<file path="src/cps_pkg.sv">
// Shared types, constants and character tables for the connection protocol sniffer.
package cps_pkg;

   localparam int PHRASE_LEN = 18;
   localparam int KW_COUNT   = 7;
   localparam int KW_MAXLEN  = 9;

   localparam logic [8*PHRASE_LEN-1:0] PHRASE = "Upgrade: websocket";

   localparam logic [7:0] RTMP_MARK = 8'h03;
   localparam logic [7:0] PRINT_LO  = 8'd32;
   localparam logic [7:0] PRINT_HI  = 8'd126;
   localparam logic [7:0] CHAR_SP   = 8'h20;
   localparam logic [7:0] CHAR_TAB  = 8'h09;
   localparam logic [7:0] CHAR_CR   = 8'h0D;
   localparam logic [7:0] CHAR_LF   = 8'h0A;

   // keyword bit positions
   localparam logic [KW_COUNT-1:0] KW_GET_MASK  = 7'b000_0001;
   localparam logic [KW_COUNT-1:0] KW_HTTP_MASK = 7'b000_1111;
   localparam logic [KW_COUNT-1:0] KW_RTSP_MASK = 7'b111_0000;
   localparam logic [KW_COUNT-1:0] KW_ALL_MASK  = 7'b111_1111;

   localparam logic [3:0] PREFIX_MAX = 4'd15;

   typedef enum logic [2:0] {
      PROTO_UNKNOWN   = 3'd0,
      PROTO_RTMP      = 3'd1,
      PROTO_HTTP      = 3'd2,
      PROTO_RTSP      = 3'd3,
      PROTO_WEBSOCKET = 3'd4
   } proto_type;

   // One accepted request as seen by the cells and the keyword tracker
   typedef struct packed {
      logic       take;    // a byte is carried
      logic       clear;   // end of buffer, return to reset state
      logic [7:0] data;
   } step_type;

   function automatic logic is_space(logic [7:0] c);
      is_space = (c == CHAR_SP) || (c == CHAR_TAB) || (c == CHAR_CR) || (c == CHAR_LF);
   endfunction

   function automatic logic is_printable(logic [7:0] c);
      is_printable = ((c >= PRINT_LO) && (c <= PRINT_HI)) ||
                     (c == CHAR_CR) || (c == CHAR_LF) || (c == CHAR_TAB);
   endfunction

   function automatic logic [7:0] phrase_char(logic [4:0] i);
      logic [7:0] sh;
      sh = {5'(PHRASE_LEN - 1) - i, 3'b000};
      phrase_char = 8'(PHRASE >> sh);
   endfunction

   function automatic logic [8*KW_MAXLEN-1:0] kw_text(logic [2:0] k);
      unique case (k)
         3'd0:    kw_text = (8*KW_MAXLEN)'("GET ");
         3'd1:    kw_text = (8*KW_MAXLEN)'("POST ");
         3'd2:    kw_text = (8*KW_MAXLEN)'("OPTIONS ");
         3'd3:    kw_text = (8*KW_MAXLEN)'("HEAD ");
         3'd4:    kw_text = (8*KW_MAXLEN)'("DESCRIBE ");
         3'd5:    kw_text = (8*KW_MAXLEN)'("SETUP ");
         3'd6:    kw_text = (8*KW_MAXLEN)'("PLAY ");
         default: kw_text = '0;
      endcase
   endfunction

   function automatic logic [3:0] kw_len(logic [2:0] k);
      unique case (k)
         3'd0:    kw_len = 4'd4;
         3'd1:    kw_len = 4'd5;
         3'd2:    kw_len = 4'd8;
         3'd3:    kw_len = 4'd5;
         3'd4:    kw_len = 4'd9;
         3'd5:    kw_len = 4'd6;
         3'd6:    kw_len = 4'd5;
         default: kw_len = 4'd0;
      endcase
   endfunction

   // character i of keyword k, counted from the left; zero past its end
   function automatic logic [7:0] kw_char(logic [2:0] k, logic [3:0] i);
      logic [8*KW_MAXLEN-1:0] text;
      logic [3:0]             len;
      logic [6:0]             sh;
      text = kw_text(k);
      len  = kw_len(k);
      sh   = {len - 4'd1 - i, 3'b000};
      if (i < len) begin
         kw_char = 8'(text >> sh);
      end else begin
         kw_char = 8'd0;
      end
   endfunction

endpackage

</file>
<file path="src/connection_protocol_sniffer.sv">
// Top level of the connection protocol sniffer: byte stream in, protocol code out.
//
//  channel | direction | handshake           | payload
//  --------+-----------+---------------------+-------------------------------------------
//  req     | in        | req_tvalid/tready   | tdata[7:0] data_byte, tuser has_byte,
//          |           |                     | tlast last_byte
//  rsp     | out       | rsp_tvalid/tready   | tdata[2:0] protocol, tdata[7:3] zero
//
//  One request is taken per clock; every byte is finished in the cycle it is accepted.
//  A result appears in the output register in the cycle after the request carrying last.
//  The output register is the only buffer: requests are taken while it is empty or
//  being drained in the same cycle, so a stalled result holds off further requests.
//  Reset (synchronous, active high) clears all match state and drops any held result.
//  Phrase search runs through a row of 18 cells, one per phrase character, each cell
//  passing its hit bit to its right neighbor each byte.
module connection_protocol_sniffer
   import cps_pkg::*;
(
   input  logic       clock,
   input  logic       reset,

   input  logic       req_tvalid,
   output logic       req_tready,
   input  logic [7:0] req_tdata,    // [7:0] data_byte
   input  logic       req_tuser,    // [0] has_byte
   input  logic       req_tlast,    // last_byte

   output logic       rsp_tvalid,
   input  logic       rsp_tready,
   output logic [7:0] rsp_tdata     // [2:0] protocol, [7:3] zero
);

   step_type            step;
   logic                req_accept;

   logic                seen_ff,      seen_in;
   logic                rtmp_ff,      rtmp_in;
   logic                printable_ff, printable_in;
   logic [KW_COUNT-1:0] kw_matched;
   logic                found;

   logic                rsp_valid_ff, rsp_valid_in;
   proto_type           proto_ff,     proto_in;

   logic [PHRASE_LEN-1:0] cell_hit_now;
   logic [PHRASE_LEN-1:0] cell_hit;

   // Accept whenever the output register is free or drains this cycle
   assign req_tready = !rsp_valid_ff || rsp_tready;
   assign req_accept = req_tvalid && req_tready;

   assign step.take  = req_accept && req_tuser;
   assign step.clear = req_accept && req_tlast;
   assign step.data  = req_tdata;

   // Phrase search row: cell 0 always primed, last cell holds its hit
   for (genvar g = 0; g < PHRASE_LEN; g++) begin : g_cell
      cps_cell u_cell (
         .clock    (clock),
         .reset    (reset),
         .step     (step),
         .ch       (phrase_char(5'(g))),
         .prev_hit ((g == 0) ? 1'b1 : cell_hit[(g == 0) ? 0 : g - 1]),
         .sticky   (g == PHRASE_LEN - 1),
         .hit_now  (cell_hit_now[g]),
         .hit      (cell_hit[g])
      );
   end

   assign found = cell_hit[PHRASE_LEN-1] || cell_hit_now[PHRASE_LEN-1];

   cps_kw u_kw (
      .clock       (clock),
      .reset       (reset),
      .step        (step),
      .matched_now (kw_matched)
   );

   // Per-buffer flags including the current byte
   always_comb begin
      seen_in      = seen_ff;
      rtmp_in      = rtmp_ff;
      printable_in = printable_ff;
      if (step.take) begin
         seen_in = 1'b1;
         if (!seen_ff) begin
            rtmp_in = (step.data == RTMP_MARK);
         end
         if (!is_printable(step.data)) begin
            printable_in = 1'b0;
         end
      end
   end

   // Classify in priority order: RTMP, WebSocket, HTTP keyword, RTSP keyword, printable
   always_comb begin
      priority if (!seen_in) begin
         proto_in = PROTO_UNKNOWN;
      end else if (rtmp_in) begin
         proto_in = PROTO_RTMP;
      end else if (((kw_matched & KW_GET_MASK) != '0) && found) begin
         proto_in = PROTO_WEBSOCKET;
      end else if ((kw_matched & KW_HTTP_MASK) != '0) begin
         proto_in = PROTO_HTTP;
      end else if ((kw_matched & KW_RTSP_MASK) != '0) begin
         proto_in = PROTO_RTSP;
      end else if (printable_in) begin
         proto_in = PROTO_HTTP;
      end else begin
         proto_in = PROTO_UNKNOWN;
      end
   end

   // Output register: load on end of buffer, drop when taken
   always_comb begin
      if (step.clear) begin
         rsp_valid_in = 1'b1;
      end else if (rsp_tready) begin
         rsp_valid_in = 1'b0;
      end else begin
         rsp_valid_in = rsp_valid_ff;
      end
   end

   always_ff @(posedge clock) begin
      if (reset || step.clear) begin
         seen_ff      <= 1'b0;
         rtmp_ff      <= 1'b0;
         printable_ff <= 1'b1;
      end else begin
         seen_ff      <= seen_in;
         rtmp_ff      <= rtmp_in;
         printable_ff <= printable_in;
      end
   end

   always_ff @(posedge clock) begin
      if (reset) begin
         rsp_valid_ff <= 1'b0;
      end else begin
         rsp_valid_ff <= rsp_valid_in;
      end
   end

   always_ff @(posedge clock) begin
      if (step.clear) begin
         proto_ff <= proto_in;
      end
   end

   assign rsp_tvalid = rsp_valid_ff;
   assign rsp_tdata  = {5'b0_0000, proto_ff};

   // End of buffer always produces a result in the next cycle
   a_last_gives_result: assert property (@(posedge clock) disable iff (reset)
      (req_tvalid && req_tready && req_tlast) |=> rsp_tvalid)
      else $error("end of buffer did not produce a result");

   // A request without last never creates a result on its own
   a_no_spurious_result: assert property (@(posedge clock) disable iff (reset)
      (!rsp_tvalid && !(req_tvalid && req_tready && req_tlast)) |=> !rsp_tvalid)
      else $error("result appeared without end of buffer");

   // Protocol code stays in the defined range
   a_proto_range: assert property (@(posedge clock) disable iff (reset)
      rsp_tvalid |-> (rsp_tdata[2:0] <= PROTO_WEBSOCKET))
      else $error("protocol code out of range");

   // A lone 0x03 first byte that also ends the buffer classifies as RTMP
   a_rtmp_single: assert property (@(posedge clock) disable iff (reset)
      (req_tvalid && req_tready && req_tlast && req_tuser && !seen_ff &&
       (req_tdata == RTMP_MARK)) |=> (rsp_tdata[2:0] == PROTO_RTMP))
      else $error("single 0x03 byte not classified as RTMP");

   // Nothing is accepted while a held result is stalled
   a_stall_blocks: assert property (@(posedge clock) disable iff (reset)
      (rsp_tvalid && !rsp_tready) |-> !req_tready)
      else $error("request taken while result stalled");

endmodule

</file>
<file path="src/cps_cell.sv">
// One phrase-search cell: matches one character of the upgrade phrase.
module cps_cell
   import cps_pkg::*;
(
   input  logic       clock,
   input  logic       reset,
   input  step_type   step,
   input  logic [7:0] ch,         // character this cell expects
   input  logic       prev_hit,   // left neighbor matched through the previous byte
   input  logic       sticky,     // hold the hit once set (last cell)
   output logic       hit_now,    // this byte completes the match through this cell
   output logic       hit
);

   logic hit_ff;
   logic hit_in;

   assign hit_now = step.take && prev_hit && (step.data == ch);

   always_comb begin
      if (step.clear) begin
         hit_in = 1'b0;
      end else if (step.take) begin
         hit_in = hit_now || (sticky && hit_ff);
      end else begin
         hit_in = hit_ff;
      end
   end

   always_ff @(posedge clock) begin
      if (reset) begin
         hit_ff <= 1'b0;
      end else begin
         hit_ff <= hit_in;
      end
   end

   assign hit = hit_ff;

endmodule

</file>
<file path="src/cps_kw.sv">
// Keyword prefix tracker: leading whitespace skip and per-keyword match state.
module cps_kw
   import cps_pkg::*;
(
   input  logic                clock,
   input  logic                reset,
   input  step_type            step,
   output logic [KW_COUNT-1:0] matched_now   // match flags including this byte
);

   logic                lead_ff,    lead_in;
   logic [3:0]          prefix_ff,  prefix_in;
   logic [KW_COUNT-1:0] alive_ff,   alive_in;
   logic [KW_COUNT-1:0] matched_ff, matched_in;

   always_comb begin
      lead_in    = lead_ff;
      prefix_in  = prefix_ff;
      alive_in   = alive_ff;
      matched_in = matched_ff;
      if (step.take && !(lead_ff && is_space(step.data))) begin
         lead_in = 1'b0;
         for (int k = 0; k < KW_COUNT; k++) begin
            if (alive_ff[k] && (prefix_ff < kw_len(3'(k)))) begin
               if (step.data != kw_char(3'(k), prefix_ff)) begin
                  alive_in[k] = 1'b0;
               end else if (prefix_ff + 4'd1 == kw_len(3'(k))) begin
                  matched_in[k] = 1'b1;
               end
            end
         end
         if (prefix_ff < PREFIX_MAX) begin
            prefix_in = prefix_ff + 4'd1;
         end
      end
   end

   assign matched_now = matched_in;

   always_ff @(posedge clock) begin
      if (reset || step.clear) begin
         lead_ff    <= 1'b1;
         prefix_ff  <= '0;
         alive_ff   <= KW_ALL_MASK;
         matched_ff <= '0;
      end else begin
         lead_ff    <= lead_in;
         prefix_ff  <= prefix_in;
         alive_ff   <= alive_in;
         matched_ff <= matched_in;
      end
   end

endmodule

</file>
<file path="config.mk">
export PLATFORM = sky130hd
export DESIGN_NAME = connection_protocol_sniffer
export DESIGN_NICKNAME = d
export VERILOG_FILES = /design/src/cps_pkg.sv /design/src/connection_protocol_sniffer.sv /design/src/cps_cell.sv /design/src/cps_kw.sv
export SDC_FILE = /design/constraint.sdc
export NUM_CORES = 1
export LEC_CHECK = 0
export BUFFER_PORTS_ARGS = -buffer_cell sky130_fd_sc_hd__buf_2
export CELL_PAD_IN_SITES_DETAIL_PLACEMENT = 1
export CELL_PAD_IN_SITES_GLOBAL_PLACEMENT = 1
export CORE_ASPECT_RATIO = 1.5
export CORE_MARGIN = 5
export CORE_UTILIZATION = 41
export DETAILED_ROUTE_END_ITERATION = 16
export GPL_ROUTABILITY_DRIVEN = 0
export HOLD_SLACK_MARGIN = 0.1
export PLACE_DENSITY_LB_ADDON = 0.25
export SETUP_SLACK_MARGIN = 0.2
export SYNTH_ARGS = -nofsm -noshare
export SYNTH_HDL_FRONTEND = slang
export SYNTH_SLANG_ARGS = --single-unit
</file>
<file path="constraint.sdc">
create_clock -name clock -period 3.4 [get_ports clock]
set_clock_uncertainty 0.1 [all_clocks]
set_input_delay 0.17 -clock clock [delete_from_list [all_inputs] [get_ports clock]]
set_output_delay 0.17 -clock clock [all_outputs]
set_load 0.01 [all_outputs]
</file>
# Yosys cells after proc, flatten, opt, wreduce, memory -nomap -nowiden
# Cells that the tools add are included.
# Widths: inputs -> output; s select.
# op_classes
eq_ne	34
n_addsub	15
n_bitwise	1
reduce_logical	74
mux	109
shift	7
n_lt_le_gt_ge	15
# ops
cell	count
$mux 72	14
$shr 72x7->8	7
$mux 8	21
$mux 4	40
$eq 8x7->1 const B	14
$ne 8x8->1	7
$logic_and 1x1->1	49
$lt 4x4->1	12
$mux 1	29
$eq 4x4->1	7
$sub 4x1->4 const B	7
$sub 4x4->4	7
$eq 8x4->1 const B	3
$reduce_and 3->1	7
$eq 8x6->1 const B	2
$reduce_bool 7->1	2
$logic_or 1x1->1	9
$eq 8x2->1 const B	1
$ge 8x6->1 const B	1
$le 8x7->1 const B	1
$mux 7	1
$mux 2	3
$add 4x1->4 const B	1
$lt 4x4->1 const B	1
other kinds (7)	9
# totals
output_inout_bits	10
input_bits	14
register_bits	44

# Depth between registers and ports, before layout
# depth
depth_word	32
ltp_mapped	13

# Cells and area by module
# Synthesis repeated with hierarchy kept, for this count alone.
# hier_totals
hier_cells	667
hier_area_um2	5469.0
# modules_own_cells
module	cells_each	n_inst	area_each_um2
cps_cell	17	18	145.1
cps_kw	312	1	2397.3
connection_protocol_sniffer	49	1	459.2

# Worst setup path after synthesis
# Ideal clock, no wire load.
# synth_timing
path_kind	register to register
startpoint	register u_kw.prefix_ff[1]
endpoint	register proto_ff[0], data pin
synth_period_minus_slack_ps	3196
slack_ps	204
path_buffers	0
arrival_ps	2840
setup_time_ps	256
required_time_ps	3044
stages_incl_launch_ff	11
path_cell_list	dfxtp_1 -> inv_1 -> ha_1 -> ha_1 -> and2_2 -> or4_1 -> xor2_1 -> o2111a_1 -> a31oi_2 -> a41oi_1 -> o22a_1
# synth_via
elab_chain_len	14
word_cells_on_any_way	98
# synth_rtl
item	line_no	text
start, declared	cps_kw.sv:12	logic [3:0] prefix_ff, prefix_in;
start signal, assigned	cps_kw.sv:48	prefix_ff <= prefix_in;
$sub 4x4->4	cps_pkg.sv:89	sh = {len - 4'd1 - i, 3'b000};
$shr 72x7->8	cps_pkg.sv:91	kw_char = 8'(text >> sh);
$mux 8	cps_pkg.sv:90	if (i < len) begin
$mux 8	cps_kw.sv:24	if (alive_ff[k] && (prefix_ff < kw_len(3'(k)))) begin
$mux 8	cps_kw.sv:21	if (step.take && !(lead_ff && is_space(step.data))) begin
$ne 8x8->1	cps_kw.sv:25	if (step.data != kw_char(3'(k), prefix_ff)) begin
$mux 1	cps_kw.sv:25	
$mux 1	cps_kw.sv:24	
$mux 7 (*)	cps_kw.sv:21	
$reduce_bool 7->1	connection_protocol_sniffer.sv:105	end else if ((kw_matched & KW_RTSP_MASK) != '0) begin
$mux 2	connection_protocol_sniffer.sv:105	
$mux 2	connection_protocol_sniffer.sv:103	end else if ((kw_matched & KW_HTTP_MASK) != '0) begin
$mux 3 (*)	connection_protocol_sniffer.sv:101	end else if (((kw_matched & KW_GET_MASK) != '0) && found) begin
$mux 1 (*)	connection_protocol_sniffer.sv:99	end else if (rtmp_in) begin
end signal, assigned	connection_protocol_sniffer.sv:147	proto_ff <= proto_in;
end, declared	connection_protocol_sniffer.sv:43	proto_type proto_ff, proto_in;
# Every way passes the cells marked *; elsewhere a longest branch is shown, timed or not. The select of a mux whose other input is x is not followed.
# A chain may end at the register's enable or synchronous reset.

# Worst setup path in the final report
# layout_timing
startpoint	register u_kw.prefix_ff[0]
endpoint	register proto_ff[1], data pin
# layout_via
elab_chain_len	12
word_cells_on_any_way	97
# layout_rtl
item	line_no
$sub 4x4->4	cps_pkg.sv:89
$shr 72x7->8	cps_pkg.sv:91
$mux 8	cps_pkg.sv:90
$mux 8	cps_kw.sv:24
$mux 8	cps_kw.sv:21
$ne 8x8->1	cps_kw.sv:25
$mux 1	cps_kw.sv:25
$mux 1	cps_kw.sv:24
$mux 7 (*)	cps_kw.sv:21
$reduce_bool 7->1	connection_protocol_sniffer.sv:105
$mux 2	connection_protocol_sniffer.sv:105
$mux 2	connection_protocol_sniffer.sv:103
# Marked as above.

==> impl_metrics.json <==
{
  "fillerInstances": 1053,
  "synth-main-ff-cell": "dfxtp_1",
  "yosysMostFrequentCell": "nor2_1",
  "drc": 0,
  "numPortBuffers": 18,
  "synthDistinctLibCells": 70,
  "synth_seq_area_share_pct": 26.24,
  "grt_antenna_before_repair": 0,
  "cts_tree": "built",
  "initial_core_util_pct": 41.51,
  "leakage_uw": 0.001462,
  "hpwl_mm": 8.313,
  "clk_pin_slew_ns": 0.07,
  "period_needed_ns": 3.018,
  "worst_pin_slew_ns": 0.6358,
  "instances_no_fill": 568,
  "critPathKind": "flop to flop",
  "slew_violations": 0,
  "numCtsBuffers": 5,
  "synth_top_area_share_pct": 23.65,
  "period_share_pct": 88.75,
  "synth_area_leaders": "dfxtp_1, ha_1, nor2_1",
  "vias_per_cell": 6.092,
  "synth_fa_ha_area_share_pct": 7.570,
  "finalSetupViolCount": 0,
  "maxSlewHeadroom_pct": 57.22,
  "synthSimpleGateAreaFrac_pct": 30.93,
  "syn_area_um2": 3471,
  "power_density_nw_per_um2": 350.3,
  "cp-start-kind": "flop",
  "core.rowCount": 41,
  "ioPinCount": 24,
  "synth_common_cells": "nor2_1, dfxtp_1, nand2_1",
  "grt_max_degree": 32,
  "synthCells": 447,
  "maxCapViolations": 0,
  "grt_remaining_overflow": 0,
  "ys_async_sr_fraction_pct": 0,
  "fp.dieW_um": 85.13,
  "ys_ff_latch": 44,
  "cts-root-buf": "clkbuf_16",
  "die_height_um": 122.7,
  "post-cts-setup-buffers": 0,
  "ant_nets": 0,
  "first_global_vias": 3749,
  "hold_class": "primary input to flop",
  "setup_tns_ns": 0,
  "synthXorXnorAreaFrac_pct": 5.768,
  "yosysTopAreaCell": "dfxtp_1",
  "dr.first_iter.drc_count": 215,
  "vias": 3460,
  "synth_compound_area_share_pct": 20.30,
  "diodes": 0,
  "synth-edff-count": 3,
  "layout-drive-gt1-share_pct": 14.97,
  "crit_path_end_kind": "flop",
  "cts.sinks": 44,
  "muxShareOfSynthArea_pct": 1.154,
  "hold_viol": 0,
  "peakVddDrop_mv": 0.2421,
  "avgSynthCellArea_um2": 7.765,
  "wl_per_cell_um": 20.42,
  "status": "finished, final reports clean",
  "grt_usage_pct": 23.00,
  "dieArea_um2": 10440,
  "dp.cells": 558,
  "synth_warnings": 0,
  "cts_max_level": 2,
  "arrival_ns": 2.94,
  "grt_first_pass_wirelength_mm": 18.98,
  "dr.pass1.iters": 4,
  "syn_to_final_growth_pct": 11.46,
  "cp.required_ns": 3.33,
  "critPathMaxFanout": 9,
  "cts_buffer_depth": 2,
  "clock_latency_ns": 0.29,
  "core_area_um2": 8362,
  "fmax_ghz": 0.3314,
  "synth_top_family_by_area": "simple AND/OR/NAND/NOR gates",
  "layout.nets": 495,
  "rsz0062_at_grt": "false",
  "drt-total-wl_mm": 11.60
}
## metal layers
metal	vias up	wire length [um]	part of all wire (%)	global-route usage (%)
li1	1633	-	-	-
met1	1686	4456	38	24.68
met2	102	5993	52	42.12
met3	39	488	4.2	3.022
met4	0	659	5.7	13.96
met5	-	0	0	0
## path summary, 6_finish.rpt
path                                        from                            endpoint  slack (ns)  cells past startpoint
setup / recovery  u_kw.prefix_ff[0]$_SDFFE_PP0P_           proto_ff[1]$_SDFFCE_PP0P_        0.38                     10
hold / removal                      req_tdata[3]  g_cell[13].u_cell.hit$_SDFFE_PP0P_        0.15                      3
setup reg to reg  u_kw.prefix_ff[0]$_SDFFE_PP0P_           proto_ff[1]$_SDFFCE_PP0P_        0.38                     10
hold reg to reg    u_kw.alive_ff[3]$_SDFFE_PP1P_       u_kw.alive_ff[3]$_SDFFE_PP1P_        0.36                      2
## per-stage QoR
step                total power (uW)  utilization, %  instance area, um^2  hold WS [ns]  setup WS (ns)
global placement               787.2           43.50                 3637        0.2628         0.2932
global route                    1418           46.27                 3869        0.1952         0.2000
finish                          1355           46.27                 3869        0.1532         0.3825
CTS                             1358           45.74                 3825        0.1480         0.2351
floorplan                      728.2               -                 3486        0.1391         0.2040
detailed placement             792.9           43.50                 3637        0.2597         0.2439
## final cells by class
cell class	count	area [um^2]	area share, %
multi-input combinational	355	2342	60.54
inverter	14	52.55	1.358
sequential	44	912.1	23.58
clock inverter	3	42.54	1.100
clock buffer	5	125.1	3.234
timing repair buffer	40	260.3	6.727
tap	107	133.9	3.461
## logic make-up after synthesis
| logic type | Yosys count |
|---|---|
| AOI/OAI and AO/OA | 100 |
| xor gates and xnor gates | 22 |
| adders and majority gates | 21 |
| buffers and inverters | 52 |
| DFF | 44 |
| muxes | 4 |
| other | 1 |
| and+or+nand+nor | 203 |
## power breakdown
| group | internal, uW | total [uW] | switching (uW) | leakage, uW |
|---|---|---|---|---|
| Combinational | 93.1 | 257 | 164 | 0.00102 |
| Clock | 346 | 561 | 215 | 0.0000814 |
| Sequential | 532 | 537 | 5.60 | 0.000361 |
## critical path: stages, from the launching register on
cell      delay [ns]
dfxtp_1         0.31
inv_1           0.08
ha_2            0.24
ha_2            0.34
and2_2          0.22
or4_1           0.54
xor2_1          0.16
o2111a_1        0.18
a31oi_2         0.27
and4_1          0.23
a31oi_1         0.07
## sequential cells by signal, indices dropped and copies added (netlist names)
| name | flops |
|---|---|
| g_cell.u_cell.hit | 18 |
| printable_ff | 1 |
| proto_ff | 3 |
| rsp_tvalid | 1 |
| rtmp_ff | 1 |
| seen_ff | 1 |
| u_kw.alive_ff | 7 |
| u_kw.lead_ff | 1 |
| u_kw.matched_ff | 7 |
| u_kw.prefix_ff | 4 |
## repair_timing
action	CTS	global route
hold buffers	2	0
endpoints found under the setup margin	0	2
endpoints found under the hold margin	1	0
gates resized for setup	0	10
## placed cells by master, fill, tap and decap left out, types with 13 or more instances in the layout
cell,netlist,final
buf_2,6,18
nand2_1,36,36
dfxtp_1,41,40
inv_1,13,13
xnor2_1,16,16
buf_4,8,20
nor2b_1,13,13
a21oi_1,18,18
ha_1,21,18
nor4_1,14,13
o21ai_0,20,20
nor2_1,55,54
Note: power is estimated with default switching activity, not from simulation.
